$ cat src/rtl/tae_pkg.sv
// shared types and codes of the thumb alu execute block
package tae_pkg;

  localparam int unsigned RegAddrW = 4;
  localparam int unsigned RegCount = 15;
  localparam logic [RegAddrW-1:0] PcIndex = 4'd15;

  localparam logic [1:0] ActExec     = 2'd0;
  localparam logic [1:0] ActLoadReg  = 2'd1;
  localparam logic [1:0] ActLoadFlag = 2'd2;

  localparam logic [1:0] StatDone  = 2'd0;
  localparam logic [1:0] StatUndef = 2'd1;
  localparam logic [1:0] StatOther = 2'd2;

  typedef struct packed {
    logic                en;
    logic [RegAddrW-1:0] addr;
    logic [31:0]         data;
  } reg_wr_t;

  typedef struct packed {
    logic [31:0]         result;
    logic [RegAddrW-1:0] didx;
    logic                wr;
    logic [3:0]          flags;
    logic                tbit;
    logic                br;
    logic [31:0]         tgt;
    logic [1:0]          status;
  } exec_t;

endpackage

$ cat src/rtl/tae_regs.sv
// register file r0 to r14 with registered, bypassed reads and reset valid bits
module tae_regs import tae_pkg::*; (
  input  logic                clk,
  input  logic                rst,
  input  logic                rd_en,
  input  logic [RegAddrW-1:0] raddr0,
  input  logic [RegAddrW-1:0] raddr1,
  input  reg_wr_t             wr,
  output logic [31:0]         rdata0,
  output logic [31:0]         rdata1
);

  logic [31:0]         mem [0:RegCount-1];
  logic [RegCount-1:0] valid;

  always_ff @(posedge clk) begin
    if (wr.en && wr.addr != PcIndex) begin
      mem[wr.addr] <= wr.data;
    end
  end

  always_ff @(posedge clk) begin
    if (rst) begin
      valid <= '0;
    end else if (wr.en && wr.addr != PcIndex) begin
      valid[wr.addr] <= 1'b1;
    end
  end

  always_ff @(posedge clk) begin
    if (rd_en) begin
      if (wr.en && wr.addr == raddr0) begin
        rdata0 <= wr.data;
      end else if (raddr0 != PcIndex && valid[raddr0]) begin
        rdata0 <= mem[raddr0];
      end else begin
        rdata0 <= '0;
      end
      if (wr.en && wr.addr == raddr1) begin
        rdata1 <= wr.data;
      end else if (raddr1 != PcIndex && valid[raddr1]) begin
        rdata1 <= mem[raddr1];
      end else begin
        rdata1 <= '0;
      end
    end
  end

endmodule

$ cat src/rtl/tae_alu.sv
// decode, barrel shifter, adder, multiplier and flag logic of one instruction
module tae_alu import tae_pkg::*; (
  input  logic [1:0]          act,
  input  logic [15:0]         ins,
  input  logic [RegAddrW-1:0] lidx,
  input  logic [31:0]         lval,
  input  logic [31:0]         op0,
  input  logic [31:0]         op1,
  input  logic [3:0]          flags,
  input  logic                tbit,
  output exec_t               ex
);

  function automatic logic [32:0] shift(input logic [31:0] x, input logic [1:0] typ,
                                        input logic [7:0] amt, input logic cin);
    logic [32:0] t;
    logic [63:0] w;
    t = {cin, x};
    w = '0;
    if (amt != 8'd0) begin
      case (typ)
        2'd0: begin
          if (amt < 8'd32) begin
            t = {1'b0, x} << amt[4:0];
          end else begin
            t = {(amt == 8'd32) ? x[0] : 1'b0, 32'd0};
          end
        end
        2'd1: begin
          if (amt < 8'd32) begin
            w = {x, 32'd0} >> amt[4:0];
            t = {w[31], w[63:32]};
          end else begin
            t = {(amt == 8'd32) ? x[31] : 1'b0, 32'd0};
          end
        end
        2'd2: begin
          if (amt < 8'd32) begin
            w = $signed({x, 32'd0}) >>> amt[4:0];
            t = {w[31], w[63:32]};
          end else begin
            t = {x[31], {32{x[31]}}};
          end
        end
        default: begin
          w = {x, x} >> amt[4:0];
          t = {w[31], w[31:0]};
        end
      endcase
    end
    return t;
  endfunction

  function automatic logic [33:0] add(input logic [31:0] a, input logic [31:0] b,
                                      input logic cin);
    logic [32:0] s;
    s = {1'b0, a} + {1'b0, b} + {32'd0, cin};
    return {s[32], (~(a[31] ^ b[31])) & (a[31] ^ s[31]), s[31:0]};
  endfunction

  logic [32:0] sh;
  logic [33:0] sm;
  logic [31:0] prod;
  logic [31:0] r;
  logic        c;
  logic        v;
  logic        setf;
  logic [4:0]  off;
  logic [31:0] b2;

  assign prod = op1 * op0;
  assign off  = ins[10:6];
  assign b2   = ins[10] ? {29'd0, ins[8:6]} : op1;

  always_comb begin
    ex        = '0;
    ex.flags  = flags;
    ex.tbit   = tbit;
    r         = '0;
    c         = flags[1];
    v         = flags[0];
    setf      = 1'b0;
    sh        = '0;
    sm        = '0;
    case (act)
      ActLoadReg: begin
        ex.result = lval;
        ex.didx   = lidx;
        ex.wr     = (lidx != PcIndex);
      end
      ActLoadFlag: begin
        ex.flags = lval[3:0];
        ex.tbit  = lval[4];
      end
      ActExec: begin
        if (ins[15:13] == 3'b000 && ins[12:11] != 2'b11) begin
          sh = shift(op0, ins[12:11],
                     (ins[12:11] != 2'd0 && off == 5'd0) ? 8'd32 : {3'd0, off}, flags[1]);
          r = sh[31:0]; c = sh[32];
          ex.didx = {1'b0, ins[2:0]}; ex.wr = 1'b1; setf = 1'b1;
        end else if (ins[15:11] == 5'b00011) begin
          sm = ins[9] ? add(op0, ~b2, 1'b1) : add(op0, b2, 1'b0);
          r = sm[31:0]; c = sm[33]; v = sm[32];
          ex.didx = {1'b0, ins[2:0]}; ex.wr = 1'b1; setf = 1'b1;
        end else if (ins[15:13] == 3'b001) begin
          ex.didx = {1'b0, ins[10:8]}; setf = 1'b1;
          case (ins[12:11])
            2'd0: r = {24'd0, ins[7:0]};
            2'd2: sm = add(op1, {24'd0, ins[7:0]}, 1'b0);
            default: sm = add(op1, ~{24'd0, ins[7:0]}, 1'b1);
          endcase
          if (ins[12:11] != 2'd0) begin
            r = sm[31:0]; c = sm[33]; v = sm[32];
          end
          ex.wr = (ins[12:11] != 2'd1);
        end else if (ins[15:10] == 6'b010000) begin
          ex.didx = {1'b0, ins[2:0]}; ex.wr = 1'b1; setf = 1'b1;
          case (ins[9:6])
            4'h0: r = op1 & op0;
            4'h1: r = op1 ^ op0;
            4'h2: sh = shift(op1, 2'd0, op0[7:0], flags[1]);
            4'h3: sh = shift(op1, 2'd1, op0[7:0], flags[1]);
            4'h4: sh = shift(op1, 2'd2, op0[7:0], flags[1]);
            4'h5: sm = add(op1, op0, flags[1]);
            4'h6: sm = add(op1, ~op0, flags[1]);
            4'h7: sh = shift(op1, 2'd3, op0[7:0], flags[1]);
            4'h8: begin r = op1 & op0; ex.wr = 1'b0; end
            4'h9: sm = add(32'd0, ~op0, 1'b1);
            4'hA: begin sm = add(op1, ~op0, 1'b1); ex.wr = 1'b0; end
            4'hB: begin sm = add(op1, op0, 1'b0); ex.wr = 1'b0; end
            4'hC: r = op1 | op0;
            4'hD: r = prod;
            4'hE: r = op1 & ~op0;
            default: r = ~op0;
          endcase
          if (ins[9:6] inside {4'h2, 4'h3, 4'h4, 4'h7}) begin
            r = sh[31:0]; c = sh[32];
          end else if (ins[9:6] inside {4'h5, 4'h6, 4'h9, 4'hA, 4'hB}) begin
            r = sm[31:0]; c = sm[33]; v = sm[32];
          end
        end else if (ins[15:10] == 6'b010001) begin
          ex.didx = {ins[7], ins[2:0]};
          case (ins[9:8])
            2'd3: begin
              ex.didx = '0;
              if (ins[7]) begin
                ex.status = StatUndef;
              end else begin
                ex.tbit = op0[0];
                ex.tgt  = op0[0] ? {op0[31:1], 1'b0} : {op0[31:2], 2'b00};
                r       = ex.tgt;
                ex.didx = PcIndex;
                ex.br   = 1'b1;
              end
            end
            2'd1: begin
              sm = add(op1, ~op0, 1'b1);
              r = sm[31:0]; c = sm[33]; v = sm[32]; setf = 1'b1;
            end
            default: begin
              r = (ins[9:8] == 2'd0) ? op1 + op0 : op0;
              if (ex.didx == PcIndex) begin
                ex.br  = 1'b1;
                ex.tgt = {r[31:1], 1'b0};
              end else begin
                ex.wr = 1'b1;
              end
            end
          endcase
        end else begin
          ex.status = StatOther;
        end
        if (setf) begin
          ex.flags = {r[31], r == 32'd0, c, v};
        end
        ex.result = r;
      end
      default: begin
      end
    endcase
  end

endmodule

$ cat src/rtl/thumb_alu_execute.sv
// top level of the thumb data-processing execute block
//
// input channel s_axis: one word per instruction or load, action in tuser.
// output channel m_axis: one result word per input word, status in tuser.
// a word is accepted at an edge with tvalid and tready both high.
// the word is captured together with its registered register-file reads,
// then executed in one pass (shifter, adder or 32x32 multiplier) into the
// output register. throughput is one word per cycle while m_axis_tready
// is high; register writes are bypassed into the reads of the word accepted
// at the same edge, so no bubbles are needed.
// while m_axis_tready is low the result holds, the captured word waits, and
// s_axis_tready drops once both stages are full.
// reset clears r0 to r14 to zero through per-register valid bits, clears
// nzcv, sets the t bit and empties both stages; words are taken right away.
module thumb_alu_execute import tae_pkg::*; (
  input  logic        clk,
  input  logic        rst,
  input  logic        s_axis_tvalid,
  output logic        s_axis_tready,
  // instruction[15:0], pc_plus4[47:16], load_index[51:48], load_value[83:52]
  input  logic [87:0] s_axis_tdata,
  // action[1:0]
  input  logic [1:0]  s_axis_tuser,
  output logic        m_axis_tvalid,
  input  logic        m_axis_tready,
  // result_value[31:0], dest_index[35:32], dest_written[36], flags_nzcv[40:37],
  // thumb_state[41], branch_taken[42], branch_target[74:43]
  output logic [79:0] m_axis_tdata,
  // status[1:0]
  output logic [1:0]  m_axis_tuser
);

  logic                in_valid;
  logic [1:0]          act;
  logic [15:0]         ins;
  logic [31:0]         pc;
  logic [RegAddrW-1:0] lidx;
  logic [31:0]         lval;
  logic                pc0;
  logic                pc1;
  logic [3:0]          flags;
  logic                tbit;
  logic                advance;
  logic                accept;
  logic [15:0]         new_ins;
  logic                new_hi;
  logic [RegAddrW-1:0] raddr0;
  logic [RegAddrW-1:0] raddr1;
  logic [31:0]         rdata0;
  logic [31:0]         rdata1;
  logic [31:0]         op0;
  logic [31:0]         op1;
  exec_t               ex;
  exec_t               res;
  reg_wr_t             wr;

  assign advance       = in_valid && (!m_axis_tvalid || m_axis_tready);
  assign s_axis_tready = !in_valid || advance;
  assign accept        = s_axis_tvalid && s_axis_tready;

  assign new_ins = s_axis_tdata[15:0];
  assign new_hi  = (new_ins[15:10] == 6'b010001);

  always_comb begin
    raddr0 = {new_hi & new_ins[6], new_ins[5:3]};
    case (new_ins[15:13])
      3'b000:  raddr1 = {1'b0, new_ins[8:6]};
      3'b001:  raddr1 = {1'b0, new_ins[10:8]};
      default: raddr1 = {new_hi & new_ins[7], new_ins[2:0]};
    endcase
  end

  assign wr.en   = advance && ex.wr;
  assign wr.addr = ex.didx;
  assign wr.data = ex.result;

  tae_regs u_regs (
    .clk    (clk),
    .rst    (rst),
    .rd_en  (accept),
    .raddr0 (raddr0),
    .raddr1 (raddr1),
    .wr     (wr),
    .rdata0 (rdata0),
    .rdata1 (rdata1)
  );

  always_ff @(posedge clk) begin
    if (rst) begin
      in_valid <= 1'b0;
    end else if (accept) begin
      in_valid <= 1'b1;
    end else if (advance) begin
      in_valid <= 1'b0;
    end
  end

  always_ff @(posedge clk) begin
    if (accept) begin
      act  <= s_axis_tuser;
      ins  <= new_ins;
      pc   <= s_axis_tdata[47:16];
      lidx <= s_axis_tdata[51:48];
      lval <= s_axis_tdata[83:52];
      pc0  <= (raddr0 == PcIndex);
      pc1  <= (raddr1 == PcIndex);
    end
  end

  assign op0 = pc0 ? pc : rdata0;
  assign op1 = pc1 ? pc : rdata1;

  tae_alu u_alu (
    .act   (act),
    .ins   (ins),
    .lidx  (lidx),
    .lval  (lval),
    .op0   (op0),
    .op1   (op1),
    .flags (flags),
    .tbit  (tbit),
    .ex    (ex)
  );

  always_ff @(posedge clk) begin
    if (rst) begin
      flags         <= 4'd0;
      tbit          <= 1'b1;
      m_axis_tvalid <= 1'b0;
    end else begin
      if (advance) begin
        flags         <= ex.flags;
        tbit          <= ex.tbit;
        m_axis_tvalid <= 1'b1;
      end else if (m_axis_tready) begin
        m_axis_tvalid <= 1'b0;
      end
    end
  end

  always_ff @(posedge clk) begin
    if (advance) begin
      res <= ex;
    end
  end

  assign m_axis_tdata = {5'd0, res.tgt, res.br, res.tbit, res.flags, res.wr,
                         res.didx, res.result};
  assign m_axis_tuser = res.status;

endmodule
$ cat config.mk
export PLATFORM = sky130hd
export DESIGN_NAME = thumb_alu_execute
export DESIGN_NICKNAME = d
export VERILOG_FILES = /design/src/rtl/tae_pkg.sv /design/src/rtl/tae_regs.sv /design/src/rtl/tae_alu.sv /design/src/rtl/thumb_alu_execute.sv
export SDC_FILE = /design/constraint.sdc
export NUM_CORES = 2
export LEC_CHECK = 0
export BUFFER_PORTS_ARGS = -buffer_cell sky130_fd_sc_hd__buf_2
export CORE_UTILIZATION = 40
export CTS_CLUSTER_DIAMETER = 120
export DETAILED_ROUTE_END_ITERATION = 12
export GPL_TIMING_DRIVEN = 1
export PLACE_DENSITY_LB_ADDON = 0.15
export SLEW_MARGIN = 25
export SYNTH_ARGS = -nofsm -noshare
export SYNTH_HDL_FRONTEND = slang
export SYNTH_SLANG_ARGS = --single-unit
$ cat constraint.sdc
create_clock -name clk -period 13.58 [get_ports clk]
set_input_delay 0.679 -clock clk [delete_from_list [all_inputs] [get_ports clk]]
set_output_delay 0.679 -clock clk [all_outputs]
set_load 0.02 [all_outputs]
==> metrics <==
outcome completed; Hold-fix buffers, CTS 0; setup slack at placement 1.99 ns; startpoint types flop; Resized Gates After CTS 0; grt total ovfl 0; Worst EP required 13.97 ns; area of the multi-input gates 51000 um2; Global Route Usage Sum 45.2%; commonest non-fill, non-tap cells in the layout nor2_1 (883), nand2_1 (737), edfxtp_1 (708), inv_1 (570), o21ai_0 (467); setup bufs post-CTS 0; initial antenna violation count 53; Post-synth EDFFs 708; Reg area 21700 um2; reg2reg start pc0$_DFFE_PP_; highest clock rate 0.0822 GHz; most common cell after layout, fill and taps aside nor2_1; Die X 440 um; IO Port Bufs 167; static leakage 32.6 nW; Die Ht 440 um; Hold Crit Class in2reg; Top FF cell, synth edfxtp_1; pin count of the biggest net entering global routing 140; Setup TNS 0 ns; Clock Root Buffer clkbuf_16; max incr delay on CP 1.04 ns; I/O pin cnt 178; Reg2Reg Capture Point u_regs.mem[3][31]$_DFFE_PP_; Final Wtd Congestion 1.10; # clock sinks 730; via count 75500; Fillers 18500; TritonCTS clock tree done; Fin Clk Skew 0.0310 ns; post-route worst setup slack 1.42 ns; Tcrit/Tclk final 89.6%; fin area 84800 um2; peak supply drop 581 uV; Final Max Tran Viols 0; total CTS buffers 81; Cells after Synth 8219; Clk pin slew, worst setup/hold paths 0.06 ns; synth unique cells 122; P per Cell Area 178 nW/um2; Synth Cell Area 76700 um2; Seq/Total Area, Yosys 28.3%; CP most frequent cell fa_1; crit path time final 12.16 ns; area grow syn2layout 10.6%; Slew HR 13.5%; Mapped Avg Cell Area 9.33 um2; Most Crowded Layer GR met2; met1 Use GR 54.8%; wire per inst 41.0 um; #FFs+latches synth 730; num rows 160; Syn. warnings 0; first-pass iteration count of the detailed router 9; CP max stage cell a21oi_1; final setup fails 0; CP endpoint kind flop; Final Hold Vio Count 0; Worst Reg-to-Reg Cells 30; M3 GR Usage 16.8%; R2R setup slack 1.42 ns; clk buf depth 3; Critical path origin pc0$_DFFE_PP_; Post-DP HPWL 321 mm; DRC 0; Starting Density 40.3%; met2 GRT Util 64.3%; Die Area 193000 um2; dpl cell area 81900 um2; ys async rst share 0%; number of global-route vias before repair 71300; remaining antenna violation count 0; Setup crit end u_regs.mem[3][31]$_DFFE_PP_; Crit Path Category reg2reg; core area 190000 um2; Worst Max-Slew Pin Slew 1.30 ns; crit path DAT 12.55 ns; global-route wire length before repair 604 mm; layout cell share with drive strength beyond 1 15.3%; Max Cap Violations 0; # H-tree levels 3; CP Max Fanout 17; clock latency on the worst-skew pair 0.72 ns; 1st-iter DRT viols 11700; Nets 9038; unrepaired setup endpoints after global routing false; routed wire length 444 mm; post-DR vias/cell 6.97; fin util 44.6%
==> critical path: cells and delay by family (launching register included) <==
kind / cells / cell delay, ns
adder cells (fa/ha/maj): 10 / 4.53
AO/OA/AOI/OAI: 8 / 3.57
buffers and inverters: 6 / 1.18
multiplexers: 1 / 0.91
flip-flops: 1 / 0.73
AND/OR/NAND/NOR: 4 / 0.61
XOR/XNOR: 1 / 0.22
==> per-layer routing <==
layer	up-vias	wire length, um
li1	30200	-
met1	37700	161000
met2	5777	184000
met3	1719	55800
met4	50	43400
met5	-	327
==> synthesized netlist by cell type (40+ instances only) <==
cell type,number,area share [%]
nor2_1,909,4.5
nand2_1,740,3.6
edfxtp_1,708,28
inv_1,580,2.8
o21ai_0,473,3.1
a21oi_1,450,2.9
clkbuf_1,431,2.1
fa_1,414,11
ha_1,310,5.1
mux4_2,287,8.4
mux2i_1,286,3.7
xnor2_1,223,2.5
nand3_1,180,1.2
nor3_1,177,1.2
a211oi_1,153,1.5
buf_1,131,0.64
o211ai_1,100,0.98
nand2b_1,87,0.71
a31oi_1,86,0.70
o22ai_1,83,0.68
a221oi_1,80,0.91
a21o_1,76,0.74
a22oi_1,68,0.67
buf_2,66,0.43
o221ai_1,66,0.75
nand4_1,58,0.47
o31ai_1,55,0.54
a311oi_1,54,0.62
nor2b_1,52,0.42
nor4_1,50,0.41
xor2_1,50,0.57
and3_1,40,0.33
==> cell type report <==
type                    count  area share [%]
multi-input cells        6235            60.1
flip-flops and latches    730            25.6
repair buffers            573            4.73
well taps                2511            3.70
inverters                 599            2.66
clock buffers              92            2.44
clock inverters            59           0.693
diodes                     32          0.0944
==> per-stage QoR <==
step	std cells	power, mW	hold slack, ns
finish	10800	15.1	0.132
global route	10800	15.8	0.106
CTS	10800	14.8	0.0860
detailed placement	10600	12.5	0.461
global placement	10600	12.5	0.454
floorplan	8224	8.68	0.440
==> cell families after synthesis <==
logic type	count (synthesis)	share of synthesized area (%)
xor gates and xnor gates	276	3.18
other	1	0.00489
and+or+nand+nor	2504	15.0
buffers and inverters	1259	6.47
AOI/OAI and AO/OA	2118	18.5
DFF	730	28.3
muxes	607	12.7
adders and majority gates	724	15.9
==> worst min path at each step <==
stage | start | to | slack (ns) | cells past startpoint
global placement | tbit$_SDFFE_PP1P_ | tbit$_SDFFE_PP1P_ | 0.45 | 2
global route | s_axis_tdata[60] | lval[8]$_DFFE_PP_ | 0.11 | 1
detailed placement | tbit$_SDFFE_PP1P_ | tbit$_SDFFE_PP1P_ | 0.46 | 2
CTS | s_axis_tdata[77] | lval[25]$_DFFE_PP_ | 0.09 | 1
floorplan | tbit$_SDFFE_PP1P_ | tbit$_SDFFE_PP1P_ | 0.44 | 2
finish | s_axis_tdata[72] | lval[20]$_DFFE_PP_ | 0.13 | 1
==> flip-flops by register name, summed over array words and instances, names as in the netlist <==
name           cells
act                2
flags              4
in_valid           1
ins               16
lidx               4
lval              32
m_axis_tdata      74
m_axis_tuser       2
m_axis_tvalid      1
pc                32
pc0                1
pc1                1
tbit               1
u_regs.mem       480
u_regs.rdata0     32
u_regs.rdata1     32
u_regs.valid      15
==> where the power goes <==
part	internal (mW)	switching (mW)	leakage (nW)
registers	2.52	0.0413	7.15
clock network	1.24	0.952	1.29
logic	3.51	6.86	24.1
total	7.28	7.85	32.6
Power figures use the tool's default switching activity.
